<file path="config.mk">
export PLATFORM = sky130hd
export DESIGN_NAME = dual_ir_debounce_classifier
export DESIGN_NICKNAME = d
export VERILOG_FILES = /design/src/hw/rtl/didbc_pkg.sv /design/src/hw/rtl/didbc_lane.sv /design/src/hw/rtl/didbc_merge.sv /design/src/hw/rtl/dual_ir_debounce_classifier.sv
export SDC_FILE = /design/constraint.sdc
export NUM_CORES = 1
export LEC_CHECK = 0
export BUFFER_PORTS_ARGS = -buffer_cell sky130_fd_sc_hd__buf_2
export CELL_PAD_IN_SITES_DETAIL_PLACEMENT = 1
export CELL_PAD_IN_SITES_GLOBAL_PLACEMENT = 2
export CORE_UTILIZATION = 43
export CTS_BUF_LIST = sky130_fd_sc_hd__clkbuf_8
export DETAILED_ROUTE_END_ITERATION = 8
export PLACE_DENSITY = 0.87
export SYNTH_ARGS = -nofsm -noshare
export SYNTH_HDL_FRONTEND = slang
export SYNTH_SLANG_ARGS = --single-unit
</file>
<file path="constraint.sdc">
create_clock -name clk -period 14.3 [get_ports clk]
set_clock_uncertainty 0.2 [all_clocks]
set_input_delay 2.86 -clock clk [delete_from_list [all_inputs] [get_ports clk]]
set_output_delay 2.86 -clock clk [all_outputs]
set_load 0.03 [all_outputs]
</file>
<file path="src/hw/rtl/didbc_pkg.sv">
package didbc_pkg;

    // Dock state codes
    localparam logic [2:0] ST_NONE     = 3'd0;
    localparam logic [2:0] ST_LEFT     = 3'd1;
    localparam logic [2:0] ST_RIGHT    = 3'd2;
    localparam logic [2:0] ST_BOTH     = 3'd3;
    localparam logic [2:0] ST_UNSTABLE = 3'd4;

    // Configuration register indexes
    localparam int unsigned CFG_INDEX_W = 2;
    localparam int unsigned CFG_DATA_W  = 16;
    localparam logic [CFG_INDEX_W-1:0] CFG_DEBOUNCE_MS    = 2'd0;
    localparam logic [CFG_INDEX_W-1:0] CFG_ACTIVE_LOW     = 2'd1;
    localparam logic [CFG_INDEX_W-1:0] CFG_UNSTABLE_LIMIT = 2'd2;

    // Reset values of the configuration registers
    localparam logic [15:0] DEBOUNCE_MS_RST    = 16'd50;
    localparam logic        ACTIVE_LOW_RST     = 1'b1;
    localparam logic [7:0]  UNSTABLE_LIMIT_RST = 8'd5;

    localparam logic [7:0] COUNT_MAX = 8'd255;

    typedef struct packed {
        logic        left_level;
        logic        right_level;
        logic [31:0] now_ms;
    } item_t;

    typedef struct packed {
        logic [2:0] dock_state;
        logic       left_seen;
        logic       right_seen;
    } result_t;

    typedef struct packed {
        logic [15:0] debounce_ms;
        logic        active_low;
        logic [7:0]  unstable_limit;
    } cfg_t;

    // Per-item control shared by the lanes and the merge stage
    typedef struct packed {
        logic take;
        logic primed;
    } step_t;

endpackage

</file>
<file path="src/hw/rtl/didbc_lane.sv">
module didbc_lane (
    input  logic               clk,
    input  logic               rst_n,
    input  didbc_pkg::step_t   step,
    input  didbc_pkg::cfg_t    cfg,
    input  logic               level,
    input  logic [31:0]        now_ms,
    output logic               seen
);

    logic        prev_reg;
    logic        prev_next;
    logic        accepted_reg;
    logic        accepted_next;
    logic [31:0] change_time_reg;
    logic [31:0] change_time_next;
    logic        detected;
    logic [31:0] elapsed;

    // Apply polarity
    assign detected = level ^ cfg.active_low;

    // Track last change and accept a level that has held long enough
    always_comb
    begin
        prev_next        = prev_reg;
        accepted_next    = accepted_reg;
        change_time_next = change_time_reg;
        elapsed          = 32'd0;
        if (!step.primed)
        begin
            prev_next        = detected;
            accepted_next    = detected;
            change_time_next = now_ms;
        end
        else
        begin
            if (detected != prev_reg)
            begin
                change_time_next = now_ms;
            end
            prev_next = detected;
            elapsed   = now_ms - change_time_next;
            if (elapsed >= {16'd0, cfg.debounce_ms})
            begin
                accepted_next = detected;
            end
        end
    end

    // Advance lane state on each transfer
    always_ff @(posedge clk or negedge rst_n)
    begin
        if (!rst_n)
        begin
            prev_reg        <= 1'b0;
            accepted_reg    <= 1'b0;
            change_time_reg <= 32'd0;
        end
        else if (step.take)
        begin
            prev_reg        <= prev_next;
            accepted_reg    <= accepted_next;
            change_time_reg <= change_time_next;
        end
    end

    assign seen = accepted_next;

endmodule

</file>
<file path="src/hw/rtl/didbc_merge.sv">
module didbc_merge (
    input  logic               clk,
    input  logic               rst_n,
    input  didbc_pkg::step_t   step,
    input  didbc_pkg::cfg_t    cfg,
    input  logic               left_seen,
    input  logic               right_seen,
    output logic [2:0]         dock_state
);

    logic [2:0] state_reg;
    logic [2:0] state_next;
    logic [7:0] count_reg;
    logic [7:0] count_next;
    logic [7:0] count_inc;
    logic [2:0] cls;

    // Classify the debounced pair
    always_comb
    begin
        case ({left_seen, right_seen})
            2'b11:   cls = didbc_pkg::ST_BOTH;
            2'b10:   cls = didbc_pkg::ST_LEFT;
            2'b01:   cls = didbc_pkg::ST_RIGHT;
            default: cls = didbc_pkg::ST_NONE;
        endcase
    end

    // Count differing ticks, latch unstable at the limit
    always_comb
    begin
        count_inc  = (count_reg == didbc_pkg::COUNT_MAX) ? count_reg : count_reg + 8'd1;
        state_next = state_reg;
        count_next = count_reg;
        if (!step.primed)
        begin
            state_next = didbc_pkg::ST_NONE;
            count_next = 8'd0;
        end
        else if (cls != state_reg)
        begin
            count_next = count_inc;
            if (state_reg == didbc_pkg::ST_UNSTABLE || count_inc >= cfg.unstable_limit)
            begin
                state_next = didbc_pkg::ST_UNSTABLE;
            end
            else
            begin
                state_next = cls;
            end
        end
        else
        begin
            count_next = 8'd0;
        end
    end

    always_ff @(posedge clk or negedge rst_n)
    begin
        if (!rst_n)
        begin
            state_reg <= didbc_pkg::ST_NONE;
            count_reg <= 8'd0;
        end
        else if (step.take)
        begin
            state_reg <= state_next;
            count_reg <= count_next;
        end
    end

    assign dock_state = state_next;

endmodule

</file>
<file path="src/hw/rtl/dual_ir_debounce_classifier.sv">
// Debounces two IR receiver levels against a millisecond timestamp and reports
// the dock state (none, left, right, both, or a latched unstable) with the two
// debounced bits. Every accepted item yields exactly one result in the next
// cycle, from an output register. One item can be taken every cycle: the two
// channel lanes and the merge stage finish an item in combinational logic, and
// input stall rises only while a finished result is held by output stall.
// The first item after reset primes the block and reports none. Configuration
// writes take effect on the next item and are expected only while idle.
module dual_ir_debounce_classifier (
    input  logic                                   clk,
    input  logic                                   rst_n,
    input  logic                                   item_valid,
    output logic                                   item_stall,
    input  didbc_pkg::item_t                       item,
    output logic                                   result_valid,
    input  logic                                   result_stall,
    output didbc_pkg::result_t                     result,
    input  logic                                   cfg_we,
    input  logic [didbc_pkg::CFG_INDEX_W-1:0]      cfg_index,
    input  logic [didbc_pkg::CFG_DATA_W-1:0]       cfg_data
);

    didbc_pkg::cfg_t    cfg_reg;
    didbc_pkg::step_t   step;
    didbc_pkg::result_t result_reg;
    didbc_pkg::result_t result_next;
    logic               primed_reg;
    logic               valid_reg;
    logic               valid_next;
    logic               left_seen;
    logic               right_seen;
    logic [2:0]         dock_state;

    // Take a new item unless a finished result is stalled
    assign item_stall  = valid_reg & result_stall;
    assign step.take   = item_valid & ~item_stall;
    assign step.primed = primed_reg;

    // Write configuration registers
    always_ff @(posedge clk or negedge rst_n)
    begin
        if (!rst_n)
        begin
            cfg_reg.debounce_ms    <= didbc_pkg::DEBOUNCE_MS_RST;
            cfg_reg.active_low     <= didbc_pkg::ACTIVE_LOW_RST;
            cfg_reg.unstable_limit <= didbc_pkg::UNSTABLE_LIMIT_RST;
        end
        else if (cfg_we)
        begin
            case (cfg_index)
                didbc_pkg::CFG_DEBOUNCE_MS:    cfg_reg.debounce_ms    <= cfg_data;
                didbc_pkg::CFG_ACTIVE_LOW:     cfg_reg.active_low     <= cfg_data[0];
                didbc_pkg::CFG_UNSTABLE_LIMIT: cfg_reg.unstable_limit <= cfg_data[7:0];
                default:                       ;
            endcase
        end
    end

    // Mark primed after the first transfer
    always_ff @(posedge clk or negedge rst_n)
    begin
        if (!rst_n)
        begin
            primed_reg <= 1'b0;
        end
        else if (step.take)
        begin
            primed_reg <= 1'b1;
        end
    end

    didbc_lane u_left (
        .clk    (clk),
        .rst_n  (rst_n),
        .step   (step),
        .cfg    (cfg_reg),
        .level  (item.left_level),
        .now_ms (item.now_ms),
        .seen   (left_seen)
    );

    didbc_lane u_right (
        .clk    (clk),
        .rst_n  (rst_n),
        .step   (step),
        .cfg    (cfg_reg),
        .level  (item.right_level),
        .now_ms (item.now_ms),
        .seen   (right_seen)
    );

    didbc_merge u_merge (
        .clk        (clk),
        .rst_n      (rst_n),
        .step       (step),
        .cfg        (cfg_reg),
        .left_seen  (left_seen),
        .right_seen (right_seen),
        .dock_state (dock_state)
    );

    // Build the result word
    always_comb
    begin
        result_next.dock_state = dock_state;
        result_next.left_seen  = left_seen;
        result_next.right_seen = right_seen;
    end

    // Hold the result until its transfer
    assign valid_next = step.take | (valid_reg & result_stall);

    always_ff @(posedge clk or negedge rst_n)
    begin
        if (!rst_n)
        begin
            valid_reg <= 1'b0;
        end
        else
        begin
            valid_reg <= valid_next;
        end
    end

    always_ff @(posedge clk)
    begin
        if (step.take)
        begin
            result_reg <= result_next;
        end
    end

    assign result_valid = valid_reg;
    assign result       = result_reg;

endmodule

</file>
=== Word level (Yosys, flattened, before mapping) ===
Index checks and enable logic that the tools add are counted.
Widths: inputs -> output; s select.

* Flip-flop bits (word level): 111
* Bits of input ports: 57

* Add/subtract/negate cells: 3
* Order comparisons: 3
* Equal/unequal tests: 10
* Mux-type cells: 17
* Bitwise operators: 6
* Reductions and logical operators: 5

{| class="wikitable"
|+ Operators with widths
! cell !! count
|-
| $mux 32 || 6
|-
| $ge 32x16->1 || 2
|-
| $sub 32x32->32 || 2
|-
| $mux 8 || 3
|-
| $mux 3 || 3
|-
| $add 8x1->8 const B || 1
|-
| $eq 8x8->1 const B || 1
|-
| $ge 8x8->1 || 1
|-
| $eq 2x2->1 const B || 3
|-
| $pmux 2 s3 || 1
|-
| $reduce_and 2->1 || 3
|-
| $eq 2x1->1 const B || 2
|-
| $mux 1 || 4
|-
| $eq 3x3->1 const B || 1
|-
| $ne 2x3->1 || 1
|-
| $and 1x1->1 || 2
|-
| $logic_not 2->1 || 1
|-
| $ne 1x1->1 || 2
|-
| $xor 1x1->1 || 2
|-
| $logic_or 1x1->1 || 1
|-
| $not 1->1 || 1
|-
| $or 1x1->1 || 1
|}

=== Depth between registers and ports, before layout ===
* Depth after elaboration: 13
* Depth in mapped cells: 30
* Mapped depth without buffers: 26

=== Cells and area by module ===
From an unflattened synthesis, not the netlist that was laid out.

* Cells, all modules: 1283
* Area, all modules: 11093.1 µm²

{| class="wikitable"
|+ By module, submodules not included
! module !! times used !! cells each !! area each (µm²) !! sequential area each (µm²)
|-
| didbc_lane at u_left || 1 || 585 || 4657.0 || 850.8
|-
| didbc_lane at u_right || 1 || 519 || 4252.8 || 850.8
|-
| dual_ir_debounce_classifier || 1 || 66 || 1187.4 || 833.3
|-
| didbc_merge || 1 || 113 || 996.0 || 275.3
|}

=== Worst setup path before layout ===
Ideal clock, no wire load.

* Path type: input to register
* From: in item[32] (netlist name)
* To: reg result_reg, in the netlist result[4], data pin
* Library setup time: 132 ps
* Arrival time: 8735 ps
* Setup slack: 5233 ps
* Cell stages on the path: 27
* Buffers on the path: 3
* Cell sequence: xnor3_1 buf_2 buf_1 buf_1 nand2_1 o21ai_0 ha_1 inv_1 ha_1 a2111o_1 o221ai_2 and2_1 o21a_1 xnor2_1 ha_1 a21o_1 a211oi_1 o21ai_0 a21oi_1 o2111ai_1 nor4b_1 nand4_1 or4b_4 o31a_1 or3_4 nand3b_4 and3_1

* Word-level cells in the longest chain between the ends: 13
* Elaborated cells between the ends (all ways): 15

{| class="wikitable"
|+ RTL lines
! item !! line !! source
|-
| from (decl) || dual_ir_debounce_classifier.sv:14 || <nowiki>input didbc_pkg::item_t item,</nowiki>
|-
| $xor 1x1->1 * || didbc_lane.sv:21 || <nowiki>assign detected = level ^ cfg.active_low;</nowiki>
|-
| $ne 1x1->1 || didbc_lane.sv:38 || <nowiki>if (detected != prev_reg)</nowiki>
|-
| $mux 32 || didbc_lane.sv:38 ||
|-
| $mux 32 || didbc_lane.sv:30 || <nowiki>if (!step.primed)</nowiki>
|-
| $sub 32x32->32 || didbc_lane.sv:43 || <nowiki>elapsed = now_ms - change_time_next;</nowiki>
|-
| $ge 32x16->1 || didbc_lane.sv:44 || <nowiki>if (elapsed >= {16'd0, cfg.debounce_ms})</nowiki>
|-
| $mux 1 || didbc_lane.sv:44 ||
|-
| $mux 1 * || didbc_lane.sv:30 ||
|-
| $eq 2x1->1 / $eq 2x2->1 (equally long branches) || didbc_merge.sv:21 || <nowiki>case ({left_seen, right_seen})</nowiki>
|-
| $pmux 2 s3 * || didbc_merge.sv:21 ||
|-
| $ne 2x3->1 * || didbc_merge.sv:40 || <nowiki>else if (cls != state_reg)</nowiki>
|-
| $mux 3 * || didbc_merge.sv:40 ||
|-
| $mux 3 * || didbc_merge.sv:35 || <nowiki>if (!step.primed)</nowiki>
|-
| net dock_state[2] || dual_ir_debounce_classifier.sv:32 || <nowiki>logic [2:0] dock_state;</nowiki>
|-
| to (signal assigned) || dual_ir_debounce_classifier.sv:129 || <nowiki>result_reg <= result_next;</nowiki>
|-
| to (decl) || dual_ir_debounce_classifier.sv:25 || <nowiki>didbc_pkg::result_t result_reg;</nowiki>
|}

Mark *: on every way through the listed nets, which the timed path passes. The rest lies on a longest branch. The select of a mux whose other input is x is not followed.
A chain may end at the register's enable or synchronous reset.

=== Worst setup path after layout ===
Same ends and word-level chain as after synthesis.

==> impl_metrics.env <==
export IMPL_run_status="finished, final reports clean"
export IMPL_timing_max_transition_violations_final=0
export IMPL_die_width_um=162
export IMPL_drtPass1Iterations=7
export IMPL_synth_cell_types=94
export IMPL_critical_path_peak_fanout=31
export IMPL_cp_end_kind="register"
export IMPL_detail_route_iter0_violations=699
export IMPL_pwr_share_comb=0.720
export IMPL_gp_routability_congestion=0.951
export IMPL_part_of_the_power_in_registers=0.199
export IMPL_dp_worst_setup_slack_ns=4.75
export IMPL_synth_seq_area_share=0.257
export IMPL_instance_count_of_the_mapped_netlist=1304
export IMPL_regToRegSetupSlack_ns=7.04
export IMPL_final_setup_vio_count=0
export IMPL_path_clk_slew_ns=0.12
export IMPL_critPathSlowestCell="sky130_fd_sc_hd__or4b_4"
export IMPL_fillerInstances=3105
export IMPL_layout_core_utilization=0.467
export IMPL_syn_nets=1444
export IMPL_worst_r2r_cell_count=25
export IMPL_timing_worst_setup_path_type="in2reg"
export IMPL_cts_hold_buffers=0
export IMPL_clock_sinks=111
export IMPL_post_drt_via_cell_ratio=6.09
export IMPL_grt_remaining_overflow=0
export IMPL_reg2reg_from="cfg_reg[8]"
export IMPL_post_route_setup_tns_ns=0
export IMPL_p_clk_frac=0.080
export IMPL_htree_levels=3
export IMPL_overall_power_consumption_mw=2.71
export IMPL_worstPathBufferInverterCount=3
export IMPL_worst_endpoint_arrival_ns=9.15
export IMPL_number_of_hold_slack_violations_in_the_final_timing_report=0
export IMPL_post_dr_wirelength_cell_um=20.8
export IMPL_max_incr_delay_on_cp_ns=0.61
export IMPL_grt_start_max_net_pins=70
export IMPL_synthesis_area_um2=11000
export IMPL_critical_path_top_delay_family="compound AO/OA/AOI/OAI gates"
export IMPL_die_area_um2=26100
export IMPL_detail_route_wirelength_met1_um=16800
export IMPL_critical_path_startpoint_type="input port"
export IMPL_timing_rr_end="result[4]"
export IMPL_post_synth_main_area_contributors="sky130_fd_sc_hd__dfrtp_1, sky130_fd_sc_hd__ha_1, sky130_fd_sc_hd__mux2_2"
export IMPL_grt_util_all_layers=0.271
export IMPL_drive_above_1_share=0.149
export IMPL_dp_final_hpwl_um=27900
export IMPL_cts_path_max_buffers=2
export IMPL_placeableCoreArea_um2=25100
export IMPL_post_synth_top_area_cell="sky130_fd_sc_hd__dfrtp_1"
export IMPL_worst_slew_pin_transition_ns=1.04
export IMPL_insertion_delay_ns=0.42
export IMPL_p_leak_nw=5.02
export IMPL_critical_path_rt_ns=14.29
export IMPL_fp_dieH_um=162
export IMPL_timing_final_ws_setup_ns=5.14
export IMPL_syn_area_per_cell_um2=8.40
export IMPL_internal_power_mw=1.31
export IMPL_cell_depth_of_the_worst_min_delay_path=1
export IMPL_dominantRegCellSynth="sky130_fd_sc_hd__dfrtp_1"
export IMPL_wl_met3_um=968
export IMPL_top_layer="met4"
export IMPL_synth_warnings=0
export IMPL_maxCapViolCount=0
export IMPL_cts_repair_timing_setup_buffer_count=0
export IMPL_synthArstFlopShare=0.955
export IMPL_cts_root_buffer="sky130_fd_sc_hd__clkbuf_8"
export IMPL_num_antenna_cells=0
export IMPL_min_delay_start="u_right.change_time_reg[15]"
export IMPL_initial_utilization=0.436
export IMPL_io_pins=64
export IMPL_drt_antenna_violating_nets=0
export IMPL_placement_io_buffers=63
export IMPL_min_to="u_right.change_time_reg[15]"
export IMPL_tmin_final_ns=9.16
export IMPL_drt_wl_total_um=34600
export IMPL_floorplan_rows=58
export IMPL_cellPowerDensity_nw_per_um2=231
export IMPL_grt_antenna_before_repair=0
export IMPL_hold_class="reg2reg"
export IMPL_unrepaired_setup_endpoints_after_global_routing="false"
export IMPL_area_growth_syn_to_layout_pct=7.10
export IMPL_critical_path_top_cell_by_count="sky130_fd_sc_hd__ha_1"
export IMPL_synth_largest_type_area_fraction=0.228
export IMPL_netSwitchingPower_mw=1.41
export IMPL_synth_seq_cells=111
export IMPL_remaining_drc_errors=0
export IMPL_min_period_over_period=0.641
export IMPL_timing_slew_headroom=0.288
export IMPL_cts_tree="built"
export IMPL_routed_wl_met2_um=15900
export IMPL_post_cts_resized_instances=0
export IMPL_fin_nets=1467
export IMPL_worst_ir_drop_vdd_uv=76.0
export IMPL_power_share_switching=0.519
export IMPL_via_count=10100
export IMPL_grt_pass1_vias=10200
export IMPL_number_of_synthesized_flops_with_an_enable_pin=5
export IMPL_highest_clock_rate_mhz=109
export IMPL_cts_made_buffers=9
export IMPL_grt_pass1_wl_um=55800
cell usage after synthesis, types with 11 or more instances:
library cell,number
sky130_fd_sc_hd__nand2_1,121
sky130_fd_sc_hd__dfrtp_1,100
sky130_fd_sc_hd__o21ai_0,94
sky130_fd_sc_hd__nor2_1,87
sky130_fd_sc_hd__ha_1,83
sky130_fd_sc_hd__a21oi_1,81
sky130_fd_sc_hd__inv_1,69
sky130_fd_sc_hd__mux2_2,69
sky130_fd_sc_hd__mux2i_1,48
sky130_fd_sc_hd__clkbuf_1,41
sky130_fd_sc_hd__nand3_1,38
sky130_fd_sc_hd__nor3_1,29
sky130_fd_sc_hd__xnor2_1,28
sky130_fd_sc_hd__a21o_1,26
sky130_fd_sc_hd__nand2b_1,26
sky130_fd_sc_hd__xor2_1,26
sky130_fd_sc_hd__nor2b_1,23
sky130_fd_sc_hd__nand4_1,21
sky130_fd_sc_hd__a211oi_1,19
sky130_fd_sc_hd__a31oi_1,16
sky130_fd_sc_hd__o211ai_1,16
sky130_fd_sc_hd__maj3_1,13
sky130_fd_sc_hd__and3_1,12
sky130_fd_sc_hd__o21a_1,12
sky130_fd_sc_hd__buf_2,11
kinds of logic (layout without fill, tap and decap cells):
| kind of cell | count (synthesis) | in the layout | share of synthesized area |
|---|---|---|---|
| simple gates | 413 | 413 | 0.189 |
| buf+inv | 129 | 157 | 0.0475 |
| mux | 117 | 117 | 0.115 |
| compound gates | 378 | 378 | 0.232 |
| flops | 111 | 111 | 0.257 |
| fa+ha+maj | 98 | 98 | 0.109 |
| xor+xnor | 58 | 58 | 0.0517 |
routing by layer:
| layer | vias to the layer above | GRT usage |
|---|---|---|
| li1 | 4885 | - |
| met1 | 4982 | 0.377 |
| met2 | 198 | 0.443 |
| met3 | 54 | 0.0216 |
| met4 | 0 | 0.0896 |
| met5 | - | 0 |
power by group through the flow:
stage | combinational, mW | clock, mW | sequential, mW
2_1_floorplan | 1.46 | 0 | 0.513
3_3_place_gp | 1.90 | 0 | 0.540
3_5_place_dp | 1.93 | 0 | 0.548
4_1_cts | 1.95 | 0.223 | 0.541
5_1_grt | 2.17 | 0.232 | 0.560
6_report | 1.95 | 0.218 | 0.541
how the worst max path moves through the flow:
stage	slack (ns)	to	cells after the start	from
3_5_place_dp	4.75	result[4]	26	item[32]
5_1_grt	4.62	result[4]	27	item[33]
4_1_cts	5.17	result[4]	26	item[32]
2_1_floorplan	5.23	result[4]	27	item[32]
6_report	5.14	result[4]	26	item[32]
3_3_place_gp	4.99	result[4]	26	item[32]
per-stage QoR:
| stage | instances | cell area [um^2] | hold slack (ns) |
|---|---|---|---|
| floorplan | 1304 | 11000 | 0.266 |
| global placement | 1646 | 11500 | 0.288 |
| detailed placement | 1646 | 11500 | 0.295 |
| CTS | 1662 | 11700 | 0.323 |
| global route | 1662 | 11700 | 0.330 |
| finish | 1662 | 11700 | 0.319 |
worst reg2reg max path: stages, from the launching register on:
cell	delay, ns
sky130_fd_sc_hd__dfstp_2	0.71
sky130_fd_sc_hd__xnor3_2	0.66
sky130_fd_sc_hd__buf_4	0.33
sky130_fd_sc_hd__o21ai_0	0.22
sky130_fd_sc_hd__ha_1	0.25
sky130_fd_sc_hd__inv_1	0.06
sky130_fd_sc_hd__ha_1	0.21
sky130_fd_sc_hd__o41ai_1	0.59
sky130_fd_sc_hd__or4_1	0.20
sky130_fd_sc_hd__nand3_1	0.14
sky130_fd_sc_hd__o21ai_0	0.36
sky130_fd_sc_hd__nand2_1	0.12
sky130_fd_sc_hd__xor2_1	0.16
sky130_fd_sc_hd__ha_1	0.28
sky130_fd_sc_hd__nand4_1	0.14
sky130_fd_sc_hd__nor3_1	0.08
sky130_fd_sc_hd__a211oi_1	0.23
sky130_fd_sc_hd__nand4_1	0.13
sky130_fd_sc_hd__nor4_1	0.20
sky130_fd_sc_hd__nand4b_1	0.15
sky130_fd_sc_hd__nor4_1	0.28
sky130_fd_sc_hd__or4b_1	0.52
sky130_fd_sc_hd__a211oi_1	0.26
sky130_fd_sc_hd__nor2_1	0.10
sky130_fd_sc_hd__nand3b_4	0.24
sky130_fd_sc_hd__and3_1	0.22
cell usage in the layout, fill, tap and decap left out, types with 28 or more instances in the layout:
cell,synthesis,final
sky130_fd_sc_hd__a21oi_1,81,79
sky130_fd_sc_hd__buf_2,11,62
sky130_fd_sc_hd__dfrtp_1,100,100
sky130_fd_sc_hd__ha_1,83,83
sky130_fd_sc_hd__inv_1,69,69
sky130_fd_sc_hd__mux2_2,69,69
sky130_fd_sc_hd__mux2i_1,48,48
sky130_fd_sc_hd__nand2_1,121,121
sky130_fd_sc_hd__nand3_1,38,38
sky130_fd_sc_hd__nor2_1,87,87
sky130_fd_sc_hd__nor3_1,29,29
sky130_fd_sc_hd__o21ai_0,94,94
sky130_fd_sc_hd__xnor2_1,28,28
area by class of cell:
type,instances,area (um^2),area share
clock buffer,9,124,0.0106
clock inverter,7,88.8,0.00757
inverter,69,259,0.0221
multi-input combinational,1064,7650,0.652
sequential,111,2810,0.239
tap,330,413,0.0352
timing repair buffer,72,385,0.0328
Note: power is estimated with default switching activity, not from simulation.
